**config.mk**
```make
export PLATFORM = sky130hd
export DESIGN_NAME = sorted_insertion_list_flat
export DESIGN_NICKNAME = d
export VERILOG_FILES = /design/src/hw/rtl/sil_pkg.sv /design/src/hw/rtl/sil_in_if.sv /design/src/hw/rtl/sil_out_if.sv /design/src/hw/rtl/sorted_insertion_list.sv /design/src/hw/rtl/sil_cell.sv /design/src/flat_wrapper.sv
export SDC_FILE = /design/constraint.sdc
export NUM_CORES = 2
export LEC_CHECK = 0
export ABC_AREA = 1
export BUFFER_PORTS_ARGS = -buffer_cell sky130_fd_sc_hd__buf_2
export CORE_MARGIN = 3
export CORE_UTILIZATION = 24
export CTS_BUF_LIST = sky130_fd_sc_hd__clkbuf_8
export CTS_CLUSTER_SIZE = 10
export DETAILED_ROUTE_END_ITERATION = 8
export PLACE_DENSITY = 0.39
export SETUP_SLACK_MARGIN = 0.5
export SYNTH_ARGS = -nofsm -noshare
export SYNTH_HDL_FRONTEND = slang
export SYNTH_SLANG_ARGS = --single-unit
```
**constraint.sdc**
```tcl
create_clock -name clk -period 4.8 [get_ports clk]
set_input_delay 0 -clock clk [delete_from_list [all_inputs] [get_ports clk]]
set_output_delay 0 -clock clk [all_outputs]
set_load 0.05 [all_outputs]
```
**src/hw/rtl/sil_pkg.sv**
```systemverilog
// Package for the sorted insertion list: widths, operation codes, cell control.
// No dependencies; used by the interfaces, the cell and the top level.
package sil_pkg;

  localparam int SIL_DATA_W   = 32;
  localparam int SIL_CAPACITY = 16;
  localparam int SIL_CNT_W    = $clog2(SIL_CAPACITY + 1);

  // operation codes
  localparam logic OP_INSERT = 1'b0;
  localparam logic OP_SHOW   = 1'b1;

  // per-cycle command broadcast to every cell
  typedef struct packed {
    logic insert;  // place the incoming value, shifting larger and equal ones up
    logic rotate;  // move every value one cell toward the head, the head value to the last stored cell
  } sil_ctrl_t;

endpackage

```
**src/hw/rtl/sil_in_if.sv**
```systemverilog
// Input channel of the sorted insertion list: valid/ready plus operation and value.
// Depends on sil_pkg.
interface sil_in_if;
  import sil_pkg::*;

  logic                          valid;
  logic                          ready;
  logic                          operation;
  logic signed [SIL_DATA_W-1:0]  value;

  modport source (output valid, output operation, output value, input ready);
  modport sink   (input valid, input operation, input value, output ready);
endinterface

```
**src/hw/rtl/sil_out_if.sv**
```systemverilog
// Output channel of the sorted insertion list: valid/ready plus the result fields.
// Depends on sil_pkg.
interface sil_out_if;
  import sil_pkg::*;

  logic                          valid;
  logic                          ready;
  logic signed [SIL_DATA_W-1:0]  item_value;
  logic                          last;
  logic                          empty_res;
  logic                          dropped;

  modport source (output valid, output item_value, output last, output empty_res,
                  output dropped, input ready);
  modport sink   (input valid, input item_value, input last, input empty_res,
                  input dropped, output ready);
endinterface

```
**src/hw/rtl/sorted_insertion_list.sv**
```systemverilog
// Sorted insertion list: keeps up to CAPACITY signed 32-bit values in ascending
// order in a chain of cells. On an insert every cell compares its value with
// the new one in parallel, and the cells at and above the insertion point shift
// up by one while the new value drops into the gap, ahead of any equal values.
// An insert into a full list is dropped and answered with one result flagged
// dropped that carries the refused value. A show transaction streams the stored
// values from the head cell, one result per cycle while the output is taken,
// rotating the chain so that after the last result the list is back in place;
// the final result is marked last. A show on an empty list gives one result
// flagged empty_res. Items are handled one at a time: a show streams its
// results after the accepting cycle, one per stored value, and a new
// transaction is taken once the show has left the chain and the output
// register is free or being drained. No clearing pass is needed after reset.
module sorted_insertion_list #(
  parameter int CAPACITY = sil_pkg::SIL_CAPACITY
) (
  input  logic      clk,
  input  logic      rst,
  sil_in_if.sink    in,
  sil_out_if.source out
);
  import sil_pkg::*;

  localparam int CNT_W = $clog2(CAPACITY + 1);

  // control states
  localparam logic ST_IDLE = 1'b0;
  localparam logic ST_SHOW = 1'b1;

  logic                          state;
  logic [CNT_W-1:0]              count;     // stored entries
  logic [CNT_W-1:0]              remain;    // results still to stream in a show

  logic                          res_valid;
  logic signed [SIL_DATA_W-1:0]  res_value;
  logic                          res_last;
  logic                          res_empty;
  logic                          res_dropped;

  logic                          accept;
  logic                          slot_free;
  logic                          full;
  logic                          load_drop;
  logic                          load_empty;
  logic                          advance;
  sil_ctrl_t                     ctrl;

  logic signed [SIL_DATA_W-1:0]  cell_value [CAPACITY];
  logic                          cell_sel   [CAPACITY];

  // handshake and command decode
  assign slot_free  = !res_valid || out.ready;
  assign in.ready   = (state == ST_IDLE) && slot_free;
  assign accept     = in.valid && in.ready;
  assign full       = count == CNT_W'(CAPACITY);
  assign load_drop  = accept && (in.operation == OP_INSERT) && full;
  assign load_empty = accept && (in.operation == OP_SHOW) && (count == '0);
  assign advance    = (state == ST_SHOW) && slot_free;

  assign ctrl.insert = accept && (in.operation == OP_INSERT) && !full;
  assign ctrl.rotate = advance;

  // cell chain: prev is the lower neighbor, next the upper one
  for (genvar i = 0; i < CAPACITY; i++) begin : g_cell
    sil_cell #(
      .INDEX (i),
      .CNT_W (CNT_W)
    ) u_cell (
      .clk        (clk),
      .ctrl       (ctrl),
      .count      (count),
      .ins_value  (in.value),
      .prev_value ((i == 0) ? in.value : cell_value[(i == 0) ? 0 : i - 1]),
      .prev_sel   ((i == 0) ? 1'b0 : cell_sel[(i == 0) ? 0 : i - 1]),
      .next_value (cell_value[(i == CAPACITY - 1) ? 0 : i + 1]),
      .head_value (cell_value[0]),
      .value      (cell_value[i]),
      .sel        (cell_sel[i])
    );
  end

  // control state
  always_ff @(posedge clk) begin
    if (rst) begin
      state     <= ST_IDLE;
      count     <= '0;
      remain    <= '0;
      res_valid <= 1'b0;
    end else begin
      if (slot_free) begin
        res_valid <= 1'b0;
      end
      if (load_drop || load_empty || advance) begin
        res_valid <= 1'b1;
      end
      if (ctrl.insert) begin
        count <= count + CNT_W'(1);
      end
      if (accept && (in.operation == OP_SHOW) && (count != '0)) begin
        state  <= ST_SHOW;
        remain <= count;
      end
      if (advance) begin
        remain <= remain - CNT_W'(1);
        if (remain == CNT_W'(1)) begin
          state <= ST_IDLE;
        end
      end
    end
  end

  // result payload
  always_ff @(posedge clk) begin
    if (load_drop) begin
      res_value   <= in.value;
      res_last    <= 1'b1;
      res_empty   <= 1'b0;
      res_dropped <= 1'b1;
    end else if (load_empty) begin
      res_value   <= '0;
      res_last    <= 1'b1;
      res_empty   <= 1'b1;
      res_dropped <= 1'b0;
    end else if (advance) begin
      res_value   <= cell_value[0];
      res_last    <= remain == CNT_W'(1);
      res_empty   <= 1'b0;
      res_dropped <= 1'b0;
    end
  end

  assign out.valid      = res_valid;
  assign out.item_value = res_value;
  assign out.last       = res_last;
  assign out.empty_res  = res_empty;
  assign out.dropped    = res_dropped;

  // checks
  a_count_bound : assert property (@(posedge clk) disable iff (rst)
    count <= CNT_W'(CAPACITY))
    else $error("entry count above capacity");

  a_show_remain : assert property (@(posedge clk) disable iff (rst)
    (state == ST_SHOW) |-> (remain != '0) && (remain <= count))
    else $error("show running with bad remaining count");

  a_insert_grows : assert property (@(posedge clk) disable iff (rst)
    ctrl.insert |=> count == $past(count) + CNT_W'(1))
    else $error("insert did not grow the list");

  a_flag_last : assert property (@(posedge clk) disable iff (rst)
    res_valid && (res_dropped || res_empty) |-> res_last)
    else $error("single-result transaction not marked last");

  a_no_accept_in_show : assert property (@(posedge clk) disable iff (rst)
    (state == ST_SHOW) |-> !accept && !ctrl.insert)
    else $error("transaction taken during show");

endmodule

```
**src/hw/rtl/sil_cell.sv**
```systemverilog
// One storage cell of the sorted list chain: holds a value, compares it with
// the incoming value, takes its lower neighbor's value on insert shift and its upper neighbor's on rotate.
// Depends on sil_pkg.
module sil_cell #(
  parameter int INDEX = 0,
  parameter int CNT_W = sil_pkg::SIL_CNT_W
) (
  input  logic                                  clk,
  input  sil_pkg::sil_ctrl_t                    ctrl,
  input  logic [CNT_W-1:0]                      count,
  input  logic signed [sil_pkg::SIL_DATA_W-1:0] ins_value,
  input  logic signed [sil_pkg::SIL_DATA_W-1:0] prev_value,
  input  logic                                  prev_sel,
  input  logic signed [sil_pkg::SIL_DATA_W-1:0] next_value,
  input  logic signed [sil_pkg::SIL_DATA_W-1:0] head_value,
  output logic signed [sil_pkg::SIL_DATA_W-1:0] value,
  output logic                                  sel
);
  import sil_pkg::*;

  logic                          occupied;
  logic                          at_end;
  logic                          wrap;
  logic signed [SIL_DATA_W-1:0]  value_next;

  assign occupied = CNT_W'(INDEX) < count;
  assign at_end   = CNT_W'(INDEX) == count;
  assign wrap     = CNT_W'(INDEX + 1) == count;

  // at or past the insertion point: stored value >= new value, or first free slot
  assign sel = (occupied && (value >= ins_value)) || at_end;

  always_comb begin
    value_next = value;
    if (ctrl.insert) begin
      if (prev_sel) begin
        value_next = prev_value;
      end else if (sel) begin
        value_next = ins_value;
      end
    end else if (ctrl.rotate) begin
      value_next = wrap ? head_value : next_value;
    end
  end

  always_ff @(posedge clk) begin
    value <= value_next;
  end

endmodule

```
**src/flat_wrapper.sv**
```systemverilog
// flat-port wrapper written by rule: the top's interface ports become plain ports
module sorted_insertion_list_flat import sil_pkg::*;
#(
  parameter int CAPACITY = sil_pkg::SIL_CAPACITY
)
  (clk, rst, in_valid, in_operation, in_value, in_ready, out_valid, out_item_value, out_last, out_empty_res, out_dropped, out_ready);
  sil_in_if in_i ();
  sil_out_if out_i ();
  input  logic clk;
  input  logic rst;
  input wire logic [$bits(in_i.valid)-1:0] in_valid;
  input wire logic [$bits(in_i.operation)-1:0] in_operation;
  input wire logic [$bits(in_i.value)-1:0] in_value;
  output wire logic [$bits(in_i.ready)-1:0] in_ready;
  output wire logic [$bits(out_i.valid)-1:0] out_valid;
  output wire logic [$bits(out_i.item_value)-1:0] out_item_value;
  output wire logic [$bits(out_i.last)-1:0] out_last;
  output wire logic [$bits(out_i.empty_res)-1:0] out_empty_res;
  output wire logic [$bits(out_i.dropped)-1:0] out_dropped;
  input wire logic [$bits(out_i.ready)-1:0] out_ready;
  assign in_i.valid = in_valid;
  assign in_i.operation = in_operation;
  assign in_i.value = in_value;
  assign in_ready = in_i.ready;
  assign out_valid = out_i.valid;
  assign out_item_value = out_i.item_value;
  assign out_last = out_i.last;
  assign out_empty_res = out_i.empty_res;
  assign out_dropped = out_i.dropped;
  assign out_i.ready = out_ready;
  sorted_insertion_list #(.CAPACITY(CAPACITY)) u_core (.clk(clk), .rst(rst), .in(in_i), .out(out_i));
endmodule
```
==> flow_summary_export.csv <==
group,metric,value,unit
status,outcome,"complete, no violations",
worst_hold_path,holdPathStages,4,
yosys,syn-cell-area,48200,um2
pwr,p_total,16.3,mW
grt,track_usage,22.2,%
pwr,leakage,26.6,nW
run,maxCapViolCount,0,
finish,layout_cell_share_with_drive_strength_beyond_1,8.19,%
die,num_rows,163,
yosys,synthCells,6793,
yosys,synth.top_cells.by_area,"edfxtp_1 (34%), nand2_1 (18%), ha_1 (13%)",
drt,ant_nets,0,
worst_setup_path,cpMaxStageDelayCell,"nor2_4",
drt,detail_route.wl_per_cell,24.4,um
yosys,count_leader_synth,"nand2_1",
placement,numPortBuffers,73,
pwr,vdd_drop_max,0.256,mV
yosys,synth_top_family_by_area,"simple AND/OR/NAND/NOR gates",
yosys,synth_mux_area_share,0,%
sta,setup-violations-final,0,
clock_tree,clk-insertion-delay-late,890,ps
yosys,synth_top_area_share,33.9,%
grt,grt_antenna_before_repair,5,
worst_setup_path,critical_path.most_common_cell,"nand2_1",
pwr,p_per_area,298,nW/um2
sta,achievable-frequency,0.239,GHz
yosys,sequential_area_share_after_synthesis,34.5,%
drt,dr_total_vias,48200,
clock_tree,cts_sinks,559,
yosys,yosys_most_used_dff,"edfxtp_1",
yosys,synth.cells.most_frequent,"nand2_1 (2369), nand3_1 (1019), inv_1 (630), edfxtp_1 (544), ha_1 (517)",
sta,grt_setup_unrepaired,"false",
yosys,synth.yosys.warnings,0,
finish,area.growth.synth_to_final,13.4,%
worst_setup_path,timing.setup.critical_path_class,"flop to flop",
die,io_pins,74,
die,die_height,454,um
yosys,synth-simple-area-share,32.4,%
die,dieWidth,454,um
yosys,netlist-cell-type-count,39,
clock_tree,ctsRootBufferMaster,"clkbuf_8",
sta,slew-limit-headroom,15.5,%
sta,hold_viol,0,
clock_tree,clk_path_buf_depth,3,
yosys,yosys.area.top_type,"edfxtp_1",
yosys,synth.net_count,7347,
yosys,number_of_enable_type_register_cells_in_the_synthesized_netlist,544,
die,core_area,198000,um2
worst_setup_path,critical_path_peak_fanout,21,
worst_setup_path,cells_on_worst_reg2reg_path,16,
sta,drv_slew,0,
yosys,yosys.area_share.xor_xnor,0,%
drt,drtIter0Drc,4304,
sta,period_share,87.1,%
drt,detailedRoute.firstPassIterationCount,8,
die,start_util,24.3,%
worst_setup_path,series_of_cell_instances_along_the_critical_path,"ha_1 -> nand2_1 -> nor2_1 -> nand2_1 -> nand2_1 -> nand2_1 -> nand2_1 -> nand2_1 -> nand2_1 -> nand2_1 -> nand3_1 -> nand2_2 -> nand3_1 -> nor2_1 -> nor2_4 -> buf_4",
die,die-area,206000,um2
worst_hold_path,hp-class,"primary input to flop",
clock_tree,clk_transition_reported_paths,60,ps
yosys,synth_compound_area_share,10.1,%
worst_setup_path,timing.critical_path.slowest_cell_delay,690,ps
yosys,synth-adder-area-share,13.4,%
grt,grt_start_max_net_pins,166,
worst_setup_path,worst_setup_path_end_kind,"flop",
yosys,synthArstFlopShare,0,%
sta,clock-skew-final,46.8,ps
sta,finalSetupTns,0,ps
yosys,synth_seq_cells,559,
drt,drc_errors,0,
sta,max_slew.worst_pin.slew,1270,ps
grt,overflow,0,
placement,dp_hpwl,167,mm
clock_tree,tritoncts_buffers,131,
finish,nNetsFinal,7378,
worst_setup_path,cp_data_arrival_time,4750,ps
clock_tree,cts_tree,"done",
worst_setup_path,crit_path_start_kind,"flop",
drt,avgViaCountPerCell,5.04,
clock_tree,clock_tree.htree_level_count,4,
worst_setup_path,worstPathRequired,5370,ps
sta,finalCriticalPeriod,4180,ps
placement,gp_congestion,0.859,
grt,grt_pass1_wl,337,mm
yosys,synth.avg_cell_area,7.09,um2
drt,routed_wirelength,233,mm
grt,first_global_vias,47400,
-- critical path: cells and delay by family (launching register included) --
family / cells / cell delay, ps
simple gates: 14 / 2550
flops: 1 / 520
buf+inv: 1 / 370
fa+ha+maj: 1 / 340
-- layout by cell type, fill, tap and decap left out, types with 2 or more instances in the layout --
| master | instances |
|---|---|
| nand2_1 | 2361 |
| nand3_1 | 1019 |
| inv_1 | 676 |
| edfxtp_1 | 544 |
| ha_1 | 517 |
| o21ai_0 | 502 |
| a21oi_1 | 303 |
| buf_4 | 185 |
| nor2_1 | 171 |
| clkbuf_8 | 136 |
| buf_2 | 73 |
| nand4_1 | 42 |
| dlygate4sd3_1 | 38 |
| inv_2 | 36 |
| o21ai_1 | 33 |
| o22ai_1 | 32 |
| o21a_1 | 31 |
| clkinv_1 | 29 |
| nand2_4 | 23 |
| buf_12 | 23 |
| nor2_4 | 18 |
| a21o_1 | 17 |
| nand2_2 | 16 |
| dfxtp_1 | 15 |
| clkinv_2 | 11 |
| nor3_1 | 9 |
| nor2_2 | 8 |
| nand3_2 | 8 |
| diode_2 | 6 |
| nor4_2 | 6 |
| a31oi_1 | 6 |
| clkinvlp_4 | 6 |
| a211oi_1 | 5 |
| nand3_4 | 4 |
| inv_6 | 3 |
| bufinv_16 | 3 |
| inv_8 | 2 |
| nor3b_2 | 2 |
| o211ai_1 | 2 |
-- area by class of cell --
cell class              count  area [um2]
fillers                 22100      144000
diodes                      6        15.0
multi-input cells        5143       27200
clock buffers             136        1870
inverters                 669        2520
clock inverters            97         502
repair buffers            320        2610
flip-flops and latches    559       16600
well taps                2640        3300
-- layer usage --
layer / vias up / wire (um) / track usage [%] / part of all wire [%]
met5: - / 0 / 0 / 0
met4: 0 / 7720 / 7.39 / 3.3
met3: 314 / 11500 / 2.67 / 4.9
met2: 1427 / 108000 / 36.3 / 46
met1: 23700 / 106000 / 30.1 / 45
li1: 22700 / - / - / -
-- path summary, 6_finish.rpt --
| kind | startpoint | endpoint | slack [ps] |
|---|---|---|---|
| worst min-delay path | in_value[22] | u_core.g_cell[0].u_cell.value[22] | 120 |
| worst min register to register | u_core.out.dropped | u_core.out.dropped | 480 |
| worst max register to register | u_core.g_cell[13].u_cell.value[4] | u_core.g_cell[13].u_cell.value[5] | 620 |
| worst max-delay path | u_core.g_cell[13].u_cell.value[4] | u_core.g_cell[13].u_cell.value[5] | 620 |
-- per-stage QoR --
step / cell area (um2) / setup slack (ps) / cells / hold WS, ps / utilization, %
floorplan: 48200 / 831 / 6793 / 242 / -
global placement: 51900 / 697 / 9293 / 328 / 26.1
detailed placement: 51900 / 696 / 9293 / 330 / 26.1
CTS: 54600 / 659 / 9564 / 5.73 / 27.5
global route: 54600 / 517 / 9565 / 74.8 / 27.5
finish: 54600 / 620 / 9570 / 119 / 27.5
-- registers in the layout, summed over array words and instances, names as in the netlist --
| signal | cells |
|---|---|
| u_core.out.last | 1 |
| u_core.out.empty_res | 1 |
| u_core.count | 5 |
| u_core.out.dropped | 1 |
| u_core.remain | 5 |
| u_core.out.item_value | 32 |
| u_core.g_cell.u_cell.value | 512 |
| u_core.state | 1 |
| u_core.out.valid | 1 |
-- cell families after synthesis --
logic type | count (synthesis)
adder cells (fa/ha/maj) | 517
AND/OR/NAND/NOR | 3693
flip-flops | 559
buffers and inverters | 1091
AO/OA/AOI/OAI | 933
-- power by group --
group,total (mW),switching (mW),internal (mW)
Combinational,4.32,3.01,1.31
Sequential,6.47,0.462,6.01
Clock,5.50,2.72,2.78
-- what timing repair did --
| item | in CTS | in global routing |
|---|---|---|
| endpoints found under the setup margin | 0 | 8 |
| buffers inserted | 0 | 0 |
| gates resized for setup | 0 | 1 |
| hold buffers | 38 | 0 |
| hold endpoints to repair | 476 | 0 |
No activity file was read; power rests on OpenSTA's default activity.
